## src/rtl/ssps_pkg.sv

```systemverilog
// Shared types, constants and helper functions for the stimulus pulse scheduler.
package ssps_pkg;

    // Number of stimulus channels; only the first four have configuration bytes.
    localparam int CHANNELS     = 4;
    localparam int REG_CHANNELS = 4;
    localparam int CNT_W        = $clog2(CHANNELS + 1);
    localparam int CH_W         = (CHANNELS > 1) ? $clog2(CHANNELS) : 1;

    // Timing constants, in ticks.
    localparam logic [7:0] UNSCHED_DELAY       = 8'hFF;
    localparam logic [7:0] DEFAULT_DIVISOR     = 8'd1;
    localparam logic [7:0] RAMP_LEAD_TICKS     = 8'd2;
    localparam logic [7:0] DISCHARGE_MIN_TICKS = 8'd4;

    // Configuration register indexes.
    localparam int CFG_IDX_W  = 3;
    localparam int CFG_DATA_W = 32;
    localparam logic [CFG_IDX_W-1:0] CFG_STIM_DELAYS    = 3'd0;
    localparam logic [CFG_IDX_W-1:0] CFG_SYNC_DIVISORS  = 3'd1;
    localparam logic [CFG_IDX_W-1:0] CFG_AUTO_SYNC_LIM  = 3'd2;
    localparam logic [CFG_IDX_W-1:0] CFG_MAX_AUTO_SYNCS = 3'd3;
    localparam logic [CFG_IDX_W-1:0] CFG_DISCHARGE_WAIT = 3'd4;
    localparam logic [CFG_IDX_W-1:0] CFG_USE_ANODE      = 3'd5;

    // Configuration reset values.
    localparam logic [31:0] RST_STIM_DELAYS    = 32'hFFFF_FFFF;
    localparam logic [31:0] RST_SYNC_DIVISORS  = 32'h0101_0101;
    localparam logic [7:0]  RST_AUTO_SYNC_LIM  = 8'hFF;
    localparam logic [7:0]  RST_MAX_AUTO_SYNCS = 8'hFF;
    localparam logic [7:0]  RST_DISCHARGE_WAIT = 8'h00;

    // Device mode codes.
    localparam logic [1:0] MODE_PATIENT = 2'd1;
    localparam logic [1:0] MODE_WAITING = 2'd2;

    // Supply step codes.
    localparam logic [1:0] STEP_NONE      = 2'd0;
    localparam logic [1:0] STEP_RAMP_UP   = 2'd1;
    localparam logic [1:0] STEP_RAMP_DOWN = 2'd2;

    // Anode command codes.
    localparam logic [1:0] ANODE_NONE    = 2'd0;
    localparam logic [1:0] ANODE_ENABLE  = 2'd1;
    localparam logic [1:0] ANODE_DISABLE = 2'd2;

    // Sync kind codes.
    localparam logic [1:0] SYNC_NONE    = 2'd0;
    localparam logic [1:0] SYNC_REAL    = 2'd1;
    localparam logic [1:0] SYNC_AUTO    = 2'd2;
    localparam logic [1:0] SYNC_OVERRUN = 2'd3;

    // Input word: one millisecond tick.
    typedef struct packed {
        logic       sync_seen;
        logic [1:0] device_mode;
        logic       supply_ready;
        logic [3:0] setup_done_mask;
    } in_word_t;

    // Result word for one tick.
    typedef struct packed {
        logic        fire_valid;
        logic [1:0]  fire_channel;
        logic [7:0]  fire_tick;
        logic [7:0]  fire_tick_max;
        logic [1:0]  supply_step;
        logic        supply_off;
        logic        discharge_open;
        logic [1:0]  anode_cmd;
        logic [1:0]  sync_kind;
        logic [15:0] auto_sync_total;
        logic [15:0] overrun_total;
        logic [31:0] time_ms;
    } out_word_t;

    // Configuration register contents.
    typedef struct packed {
        logic [31:0] stim_delays;
        logic [31:0] sync_divisors;
        logic [7:0]  auto_sync_limit_ticks;
        logic [7:0]  max_auto_syncs;
        logic [7:0]  discharge_wait;
        logic        use_anode;
    } cfg_t;

    // Per-tick control from the scheduler to each channel.
    typedef struct packed {
        logic advance;  // a tick is being retired this cycle
        logic start;    // a period opens on this tick
        logic count;    // the tick was not aborted by an overrun
    } chan_ctrl_t;

    // Channel status after the period start and tick count of this tick.
    typedef struct packed {
        logic       hit;    // armed and delay reached
        logic       ready;  // setup done
        logic [7:0] ticks;  // channel tick count
        logic [7:0] peak;   // peak fire tick if the channel fires now
    } chan_stat_t;

    // Delay byte of a channel; channels without a byte are unscheduled.
    function automatic logic [7:0] chan_delay(input logic [31:0] r, input int i);
        logic [7:0] b;
        b = 8'(r >> (8 * (i % REG_CHANNELS)));
        return (i < REG_CHANNELS) ? b : UNSCHED_DELAY;
    endfunction

    // Divisor byte of a channel; channels without a byte arm on every sync.
    function automatic logic [7:0] chan_divisor(input logic [31:0] r, input int i);
        logic [7:0] b;
        b = 8'(r >> (8 * (i % REG_CHANNELS)));
        return (i < REG_CHANNELS) ? b : DEFAULT_DIVISOR;
    endfunction

endpackage

```

## src/rtl/ssps_cfg_regs.sv

```systemverilog
// Configuration register bank of the stimulus pulse scheduler.
module ssps_cfg_regs
    import ssps_pkg::*;
(
    input  logic                  aclk,
    input  logic                  aresetn,
    input  logic                  cfg_wr_en,
    input  logic [CFG_IDX_W-1:0]  cfg_wr_index,
    input  logic [CFG_DATA_W-1:0] cfg_wr_data,
    output cfg_t                  cfg
);

    cfg_t cfg_reg;
    cfg_t cfg_next;

    // Decode the register index and merge the written word.
    always_comb begin
        cfg_next = cfg_reg;
        if (cfg_wr_en) begin
            case (cfg_wr_index)
                CFG_STIM_DELAYS:    cfg_next.stim_delays           = cfg_wr_data;
                CFG_SYNC_DIVISORS:  cfg_next.sync_divisors         = cfg_wr_data;
                CFG_AUTO_SYNC_LIM:  cfg_next.auto_sync_limit_ticks = cfg_wr_data[7:0];
                CFG_MAX_AUTO_SYNCS: cfg_next.max_auto_syncs        = cfg_wr_data[7:0];
                CFG_DISCHARGE_WAIT: cfg_next.discharge_wait        = cfg_wr_data[7:0];
                CFG_USE_ANODE:      cfg_next.use_anode             = cfg_wr_data[0];
                default:            cfg_next = cfg_reg;
            endcase
        end
    end

    // Registers come out of reset with their documented defaults.
    always_ff @(posedge aclk) begin
        if (!aresetn) begin
            cfg_reg.stim_delays           <= RST_STIM_DELAYS;
            cfg_reg.sync_divisors         <= RST_SYNC_DIVISORS;
            cfg_reg.auto_sync_limit_ticks <= RST_AUTO_SYNC_LIM;
            cfg_reg.max_auto_syncs        <= RST_MAX_AUTO_SYNCS;
            cfg_reg.discharge_wait        <= RST_DISCHARGE_WAIT;
            cfg_reg.use_anode             <= 1'b0;
        end else begin
            cfg_reg <= cfg_next;
        end
    end

    assign cfg = cfg_reg;

endmodule

```

## src/rtl/ssps_chan.sv

```systemverilog
// One stimulus channel: sync tally, arming, tick count, setup flag and peak fire tick.
module ssps_chan
    import ssps_pkg::*;
(
    input  logic       aclk,
    input  logic       aresetn,
    input  chan_ctrl_t ctrl,
    input  logic       fire,
    input  logic       setup_done,
    input  logic [7:0] delay,
    input  logic [7:0] divisor,
    output chan_stat_t stat
);

    logic [7:0] tally_reg, tally_next;
    logic       armed_reg, armed_next;
    logic [7:0] ticks_reg, ticks_next;
    logic       ready_reg, ready_next;
    logic [7:0] peak_reg, peak_next;

    logic [7:0] tally_inc;
    logic       rearm;
    logic       armed_mid;
    logic [7:0] ticks_mid;
    logic       ready_mid;

    // Period start: count the sync and rearm on the divisor.
    always_comb begin
        tally_inc = tally_reg + 8'd1;
        rearm     = ctrl.start && (tally_inc >= divisor);
        armed_mid = armed_reg | rearm;
        ticks_mid = rearm ? 8'd0 : ticks_reg;
        ready_mid = rearm ? 1'b0 : (ready_reg | setup_done);
        if (ctrl.start) begin
            tally_next = rearm ? 8'd0 : tally_inc;
        end else begin
            tally_next = tally_reg;
        end
    end

    // Advance the tick count and report whether the delay is reached.
    always_comb begin
        ticks_next = (ctrl.count && armed_mid) ? ticks_mid + 8'd1 : ticks_mid;
        stat.hit   = armed_mid && (ticks_next >= delay);
        stat.ready = ready_mid;
        stat.ticks = ticks_next;
        stat.peak  = (ticks_next > peak_reg) ? ticks_next : peak_reg;
        armed_next = armed_mid & ~fire;
        ready_next = ready_mid;
        peak_next  = fire ? stat.peak : peak_reg;
    end

    always_ff @(posedge aclk) begin
        if (!aresetn) begin
            tally_reg <= 8'd0;
            armed_reg <= 1'b0;
            ticks_reg <= 8'd0;
            ready_reg <= 1'b0;
            peak_reg  <= 8'd0;
        end else if (ctrl.advance) begin
            tally_reg <= tally_next;
            armed_reg <= armed_next;
            ticks_reg <= ticks_next;
            ready_reg <= ready_next;
            peak_reg  <= peak_next;
        end
    end

endmodule

```

## src/rtl/sync_stim_pulse_scheduler.sv

```systemverilog
// Top level of the stimulus pulse scheduler: tick pipeline, period logic and result word.
//
// Each input word is one 1 ms tick. The word is registered on acceptance, the whole
// tick is resolved by the period, channel and supply logic when it is retired, and
// the result word is registered on the output. One tick is retired per cycle, so
// a new word is accepted every cycle while the result side keeps up; a result waits in
// the output register while one further tick sits in the input register. Configuration
// writes take effect on the next cycle and are meant to happen only while no tick is
// in flight.
module sync_stim_pulse_scheduler
    import ssps_pkg::*;
(
    input  logic                  aclk,
    input  logic                  aresetn,
    input  logic                  s_valid,
    output logic                  s_ready,
    input  in_word_t              s_data,
    output logic                  m_valid,
    input  logic                  m_ready,
    output out_word_t             m_data,
    input  logic                  cfg_wr_en,
    input  logic [CFG_IDX_W-1:0]  cfg_wr_index,
    input  logic [CFG_DATA_W-1:0] cfg_wr_data
);

    cfg_t cfg;

    // Pipeline registers.
    logic      in_valid_reg, in_valid_next;
    in_word_t  in_data_reg;
    logic      out_valid_reg, out_valid_next;
    out_word_t out_data_reg, out_data_next;
    logic      advance;

    // Scheduler state.
    logic [31:0]      clock_ms_reg, clock_ms_next;
    logic [7:0]       period_ticks_reg, period_ticks_next;
    logic [7:0]       auto_run_reg, auto_run_next;
    logic [15:0]      auto_total_reg, auto_total_next;
    logic [15:0]      overrun_reg, overrun_next;
    logic [CNT_W-1:0] done_count_reg, done_count_next;
    logic             ramp_pending_reg, ramp_pending_next;
    logic [7:0]       discharge_ticks_reg, discharge_ticks_next;

    // Derived configuration.
    logic [7:0]       delay_arr [CHANNELS];
    logic [7:0]       divisor_arr [CHANNELS];
    logic [CHANNELS-1:0] setup_arr;
    logic [7:0]       vos_min;
    logic [7:0]       vos;
    logic [CNT_W-1:0] nsched;

    // Tick evaluation.
    in_word_t         tick;
    logic             auto_cond;
    logic [7:0]       auto_run_inc;
    logic             overrun;
    logic             start;
    logic             phase;
    logic             ramp;
    logic             fire_phase;
    logic [7:0]       dt_inc;
    logic             dis;
    logic             any_hit;
    logic [CH_W-1:0]  sel;
    logic             fire;
    logic [CNT_W-1:0] done_mid;
    logic [CNT_W-1:0] done_fire;
    logic             last_pulse;
    logic             ramp_pend_mid;
    logic [1:0]       kind;

    chan_ctrl_t          ctrl;
    chan_stat_t          stat [CHANNELS];
    logic [CHANNELS-1:0] fire_vec;

    ssps_cfg_regs u_cfg_regs (
        .aclk         (aclk),
        .aresetn      (aresetn),
        .cfg_wr_en    (cfg_wr_en),
        .cfg_wr_index (cfg_wr_index),
        .cfg_wr_data  (cfg_wr_data),
        .cfg          (cfg)
    );

    // Handshake: retire the held tick when the output register is free.
    assign advance = in_valid_reg && (!out_valid_reg || m_ready);
    assign s_ready = !in_valid_reg || advance;
    assign m_valid = out_valid_reg;
    assign m_data  = out_data_reg;
    assign tick    = in_data_reg;

    always_comb begin
        if (s_valid && s_ready) begin
            in_valid_next = 1'b1;
        end else if (advance) begin
            in_valid_next = 1'b0;
        end else begin
            in_valid_next = in_valid_reg;
        end
        if (advance) begin
            out_valid_next = 1'b1;
        end else if (m_ready) begin
            out_valid_next = 1'b0;
        end else begin
            out_valid_next = out_valid_reg;
        end
    end

    // Per-channel configuration bytes and setup flags.
    for (genvar i = 0; i < CHANNELS; i++) begin : g_cfg
        assign delay_arr[i]   = chan_delay(cfg.stim_delays, i);
        assign divisor_arr[i] = chan_divisor(cfg.sync_divisors, i);
        if (i < REG_CHANNELS) begin : g_mask
            assign setup_arr[i] = tick.setup_done_mask[i];
        end else begin : g_nomask
            assign setup_arr[i] = 1'b0;
        end
    end

    // Scheduled channel count and supply ramp lead time.
    always_comb begin
        vos_min = UNSCHED_DELAY;
        nsched  = '0;
        for (int i = 0; i < CHANNELS; i++) begin
            if (delay_arr[i] != UNSCHED_DELAY) begin
                nsched = nsched + CNT_W'(1);
            end
            if (delay_arr[i] < vos_min) begin
                vos_min = delay_arr[i];
            end
        end
        vos = (vos_min > 8'd1) ? vos_min - RAMP_LEAD_TICKS : 8'd0;
    end

    // Period start: real sync, automatic sync or overrun abort.
    always_comb begin
        auto_cond    = (period_ticks_reg > cfg.auto_sync_limit_ticks)
                       && (tick.device_mode == MODE_PATIENT);
        auto_run_inc = auto_run_reg + 8'd1;
        overrun      = !tick.sync_seen && auto_cond && (auto_run_inc > cfg.max_auto_syncs);
        start        = tick.sync_seen || (auto_cond && !overrun);

        if (tick.sync_seen) begin
            auto_run_next = 8'd0;
            kind          = SYNC_REAL;
        end else if (auto_cond) begin
            auto_run_next = auto_run_inc;
            kind          = overrun ? SYNC_OVERRUN : SYNC_AUTO;
        end else begin
            auto_run_next = auto_run_reg;
            kind          = SYNC_NONE;
        end
        auto_total_next   = (!tick.sync_seen && auto_cond) ? auto_total_reg + 16'd1
                                                            : auto_total_reg;
        overrun_next      = overrun ? overrun_reg + 16'd1 : overrun_reg;
        period_ticks_next = overrun ? 8'd0 : (start ? 8'd0 : period_ticks_reg) + 8'd1;
        ramp_pend_mid     = start | ramp_pending_reg;
        done_mid          = start ? '0 : done_count_reg;
        clock_ms_next     = clock_ms_reg + 32'd1;
    end

    // Channel control shared by all channels.
    assign ctrl.advance = advance;
    assign ctrl.start   = start;
    assign ctrl.count   = !overrun;

    for (genvar i = 0; i < CHANNELS; i++) begin : g_chan
        assign fire_vec[i] = fire && (sel == CH_W'(i));
        ssps_chan u_chan (
            .aclk       (aclk),
            .aresetn    (aresetn),
            .ctrl       (ctrl),
            .fire       (fire_vec[i]),
            .setup_done (setup_arr[i]),
            .delay      (delay_arr[i]),
            .divisor    (divisor_arr[i]),
            .stat       (stat[i])
        );
    end

    // Lowest-index channel whose delay is reached.
    always_comb begin
        any_hit = 1'b0;
        sel     = '0;
        for (int i = CHANNELS - 1; i >= 0; i--) begin
            if (stat[i].hit) begin
                any_hit = 1'b1;
                sel     = CH_W'(i);
            end
        end
    end

    // Supply ramp, discharge switch and pulse firing.
    always_comb begin
        phase      = !overrun && tick.supply_ready;
        ramp       = phase && ramp_pend_mid && (period_ticks_next >= vos);
        fire_phase = phase && !ramp;
        dt_inc     = discharge_ticks_reg + 8'd1;
        dis        = fire_phase && (dt_inc > cfg.discharge_wait)
                     && (dt_inc > DISCHARGE_MIN_TICKS);
        fire       = fire_phase && any_hit && stat[sel].ready;
        done_fire  = done_mid + CNT_W'(1);
        last_pulse = fire && (done_fire == nsched);

        ramp_pending_next = ramp ? 1'b0 : ramp_pend_mid;
        done_count_next   = fire ? done_fire : done_mid;
        if (fire_phase) begin
            discharge_ticks_next = fire ? 8'd0 : dt_inc;
        end else begin
            discharge_ticks_next = discharge_ticks_reg;
        end
    end

    // Result word.
    always_comb begin
        out_data_next.fire_valid      = fire;
        out_data_next.fire_channel    = fire ? 2'(sel) : 2'd0;
        out_data_next.fire_tick       = fire ? stat[sel].ticks : 8'd0;
        out_data_next.fire_tick_max   = fire ? stat[sel].peak : 8'd0;
        out_data_next.supply_step     = ramp ? STEP_RAMP_UP
                                             : (last_pulse ? STEP_RAMP_DOWN : STEP_NONE);
        out_data_next.supply_off      = dis && (tick.device_mode == MODE_WAITING);
        out_data_next.discharge_open  = dis;
        if (!cfg.use_anode) begin
            out_data_next.anode_cmd = ANODE_NONE;
        end else if (ramp) begin
            out_data_next.anode_cmd = ANODE_ENABLE;
        end else if (last_pulse) begin
            out_data_next.anode_cmd = ANODE_DISABLE;
        end else begin
            out_data_next.anode_cmd = ANODE_NONE;
        end
        out_data_next.sync_kind       = kind;
        out_data_next.auto_sync_total = auto_total_next;
        out_data_next.overrun_total   = overrun_next;
        out_data_next.time_ms         = clock_ms_next;
    end

    // Handshake and scheduler state registers.
    always_ff @(posedge aclk) begin
        if (!aresetn) begin
            in_valid_reg        <= 1'b0;
            out_valid_reg       <= 1'b0;
            clock_ms_reg        <= 32'd0;
            period_ticks_reg    <= 8'd0;
            auto_run_reg        <= 8'd0;
            auto_total_reg      <= 16'd0;
            overrun_reg         <= 16'd0;
            done_count_reg      <= '0;
            ramp_pending_reg    <= 1'b0;
            discharge_ticks_reg <= 8'd0;
        end else begin
            in_valid_reg  <= in_valid_next;
            out_valid_reg <= out_valid_next;
            if (advance) begin
                clock_ms_reg        <= clock_ms_next;
                period_ticks_reg    <= period_ticks_next;
                auto_run_reg        <= auto_run_next;
                auto_total_reg      <= auto_total_next;
                overrun_reg         <= overrun_next;
                done_count_reg      <= done_count_next;
                ramp_pending_reg    <= ramp_pending_next;
                discharge_ticks_reg <= discharge_ticks_next;
            end
        end
    end

    // Payload registers.
    always_ff @(posedge aclk) begin
        if (s_valid && s_ready) begin
            in_data_reg <= s_data;
        end
        if (advance) begin
            out_data_reg <= out_data_next;
        end
    end

endmodule

```

## config.mk

```make
export PLATFORM = sky130hd
export DESIGN_NAME = sync_stim_pulse_scheduler
export DESIGN_NICKNAME = d
export VERILOG_FILES = /design/src/rtl/ssps_pkg.sv /design/src/rtl/ssps_cfg_regs.sv /design/src/rtl/ssps_chan.sv /design/src/rtl/sync_stim_pulse_scheduler.sv
export SDC_FILE = /design/constraint.sdc
export NUM_CORES = 1
export LEC_CHECK = 0
export ABC_CLOCK_PERIOD_IN_PS = 22700
export BUFFER_PORTS_ARGS = -buffer_cell sky130_fd_sc_hd__buf_4
export CAP_MARGIN = 10
export CORE_UTILIZATION = 66
export DETAILED_ROUTE_END_ITERATION = 6
export MAX_ROUTING_LAYER = met4
export PLACE_DENSITY_LB_ADDON = 0.25
export SYNTH_ARGS = -nofsm -noshare
export SYNTH_HDL_FRONTEND = slang
export SYNTH_SLANG_ARGS = --single-unit
```

## constraint.sdc

```tcl
create_clock -name aclk -period 22.7 [get_ports aclk]
set_input_delay 1.135 -clock aclk [delete_from_list [all_inputs] [get_ports aclk]]
set_output_delay 1.135 -clock aclk [all_outputs]
set_load 0.02 [all_outputs]
```

==> impl_results.md <==
* First-pass GRT wire length at 98600 microns
* Highest routing layer actually used: met4
* Via count at about 20000
* Synth-to-Final Area Change at 13.3%
* Final setup viols at 0
* Int Power at around 1.3 mW
* Worst-path clk slew at 0.06 ns
* Initial antenna violation count at 1
* Area share of the largest cell type after synthesis at 0.262
* Count leader, synth: nand2_1
* Clock Tree Root: clkbuf_16
* I/O pins at 141
* Global route overflow at 0
* CP max FO at 13
* CTS tree: done
* Layout fillers at 2310
* Pins Over Slew Limit at 0
* CP Data Arrival Time at 10.36 ns
* Max cap viols at 0
* Worst path max stage delay at 0.65 ns
* Leakage at 10.5 nW
* Largest net degree at the start of global routing at 85
* DRC violations left at 0
* Via density at roughly 6.2
* Outcome: complete, no violations
* Worst-case vdd ir drop at around 0.000067 V
* Initial Utilization at 0.672
* Combinational Power Share at 0.158
* Total Routing Usage GR at 0.381
* Post-cts resize count at 0
* Overall die height at roughly 180 microns
* Clock Sinks at 386
* Clock latency on the worst-skew pair at 0.58 ns
* Sequential power share at 0.415
* Vias in the first global route at 18800
* Sw frac at 0.274
* Skew final at 0.0233 ns
* Period utilization at 0.436
* Final hold violations at 0
* H-tree Lvls at 2
* GP Congestion at ~0.96
* Register area share after synthesis at 0.398
* Fin crit period at around 9.9 ns
* Synth Warn # at 0
* Fin Setup TNS at 0 ns
* Core area at 32600 sq um
* Average wire per standard cell at 19.9 microns
* Slowest cell on crit path: a211oi_4
* Post-Route WL at ~63000 microns
* Startpoint types: register
* Fin worst setup slack at between 10 and 15 ns
* Share of cells above drive strength 1 at 0.109
* Post-synthesis async set-or-reset flop share at 0
* IO Port Bufs at 140
* Worst R2R Path Depth at 38
* Die area at 33900 sq um
* Most instantiated cells after synthesis: nand2_1 (381), dfxtp_1 (287), nor2_1 (241)
* Yosys top cell by area: dfxtp_1
* Gate Count Post-Synth at 2570
* Ant diodes at 0
* DR iter-0 viols at 1941
* DP HPWL at 44200 microns
* Yosys reg bits at 386
* Slew HR at 0.179
* Synthesized area at 21900 sq um
* Die W at 184 microns
* Setup CP Type: reg2reg
* Clk pwr share at 0.427
* Post-synth EDFFs at 99
* Required time worst endpoint at 23.16 ns
* Worst min path class: reg2reg
* Pwr dens at 71.2 nW/um^2
* Pre-CTS WS at ~13 ns
* Fin util at 0.761
* Num rows at 66
* Max reg flops at between 90 and 100
* Actual slew at the worst max-slew pin at approximately 1.2 ns
* Synth unique cells at 88
* CTS Buffer Depth at 3
* Max Clock Freq at 0.101 GHz
* Net Count, Synth at around 2800
* Num CTS Buffers at 43
* Net switching power at 0.484 mW
* Met3 routed wirelength at 5670 microns
* CP Capture Type: register
* DR WL met2 at about 29000 microns
* WHS Path Cells at 2
* Drt pass-1 iters at 7
* Routed Antenna Nets at 0
* Post-synth top flop: dfxtp_1
* CTS Hold Bufs at 0
* M1 WL at approximately 24000 microns
* Largest cells by area after synthesis: dfxtp_1 (26%), edfxtp_1 (14%), ha_1 (9.4%)
* Layout net count at between 2000 and 3000
* Syn Area/Cell at 8.53 sq um
* Postcts setup bufs at 0
* Unrepaired setup endpoints after global routing: false
## per-layer routing
layer	GRT usage	vias up
met5	-	-
met4	0.202	0
met3	0.0684	228
met2	0.615	1007
met1	0.454	9191
li1	-	9244
## worst max-delay path: cells and delay by family (launching register included)
kind / cells / cell delay, ns
buffers and inverters: 2 / 0.26
xor gates and xnor gates: 1 / 0.21
muxes: 1 / 0.30
AOI/OAI and AO/OA: 20 / 4.34
adders and majority gates: 5 / 1.49
and+or+nand+nor: 9 / 2.79
DFF: 1 / 0.38
## power groups by stage
stage	Clock [mW]	Sequential, mW	Combinational (mW)
2_1_floorplan	0	0.754	0.193
3_3_place_gp	0	0.747	0.266
3_5_place_dp	0	0.748	0.272
4_1_cts	0.758	0.733	0.275
5_1_grt	0.785	0.735	0.306
6_report	0.755	0.734	0.280
## path summary, 6_finish.rpt
check | from | endpoint | slack, ns
setup / recovery | u_cfg_regs.cfg[61] | g_chan[1].u_chan.peak_reg[3] | 12.79
hold / removal | u_cfg_regs.cfg[51] | u_cfg_regs.cfg[51] | 0.45
setup reg to reg | u_cfg_regs.cfg[61] | g_chan[1].u_chan.peak_reg[3] | 12.79
hold reg to reg | u_cfg_regs.cfg[51] | u_cfg_regs.cfg[51] | 0.45
## cell families (layout without fill, tap and decap cells)
group	after synthesis	in the layout	share of synthesized area
AND/OR/NAND/NOR	983	983	0.204
AO/OA/AOI/OAI	551	551	0.163
flip-flops	386	386	0.398
buffers and inverters	254	390	0.0446
XOR/XNOR	180	180	0.0719
adder cells (fa/ha/maj)	165	165	0.0941
multiplexers	51	51	0.0247
## placed cells by master (no fill, tap or decap), types with 7 or more instances in the layout
| cell type | Yosys | final |
|---|---|---|
| mux2_2 | 25 | 25 |
| o21bai_1 | 7 | 7 |
| a211oi_1 | 18 | 18 |
| ha_1 | 164 | 164 |
| a22oi_1 | 19 | 19 |
| and2_1 | 27 | 27 |
| nor4_1 | 11 | 11 |
| and4_1 | 9 | 9 |
| o21a_1 | 11 | 11 |
| nor3_1 | 38 | 36 |
| nor2_1 | 241 | 240 |
| dfxtp_1 | 287 | 287 |
| bufinv_16 | 0 | 7 |
| nand4_1 | 27 | 27 |
| xnor2_1 | 83 | 83 |
| and3_1 | 39 | 39 |
| a31oi_1 | 23 | 22 |
| a211o_1 | 7 | 7 |
| o21ai_0 | 88 | 88 |
| nand2_1 | 381 | 381 |
| nand3_1 | 111 | 111 |
| a21o_1 | 31 | 31 |
| o31ai_1 | 8 | 8 |
| or3_1 | 17 | 17 |
| a21oi_1 | 190 | 190 |
| clkbuf_16 | 0 | 46 |
| xor2_1 | 97 | 97 |
| nor2b_1 | 31 | 31 |
| clkinv_2 | 0 | 9 |
| buf_4 | 1 | 162 |
| nand2b_1 | 22 | 21 |
| mux2i_1 | 26 | 26 |
| edfxtp_1 | 99 | 99 |
| inv_1 | 146 | 145 |
| o211ai_1 | 59 | 59 |
| o22ai_1 | 13 | 13 |
## per-stage QoR
step | hold slack, ns | cells | total power, mW | cell area (sq um)
after floorplan | 0.432 | 2570 | 0.947 | 21900
after global placement | 0.443 | 3069 | 1.01 | 23300
after detailed placement | 0.447 | 3069 | 1.02 | 23300
after CTS | 0.454 | 3148 | 1.77 | 24800
after global routing | 0.469 | 3148 | 1.83 | 24800
final | 0.454 | 3148 | 1.77 | 24800
## area by class of cell
cell class | instances | area [sq um] | area share
flip-flops and latches | 386 | 8720 | 0.351
clock inverters | 25 | 333 | 0.0134
repair buffers | 162 | 1220 | 0.0490
multi-input cells | 1930 | 12200 | 0.493
clock buffers | 54 | 1200 | 0.0484
inverters | 149 | 569 | 0.0229
well taps | 442 | 553 | 0.0223
No activity file was read; power rests on OpenSTA's default activity.
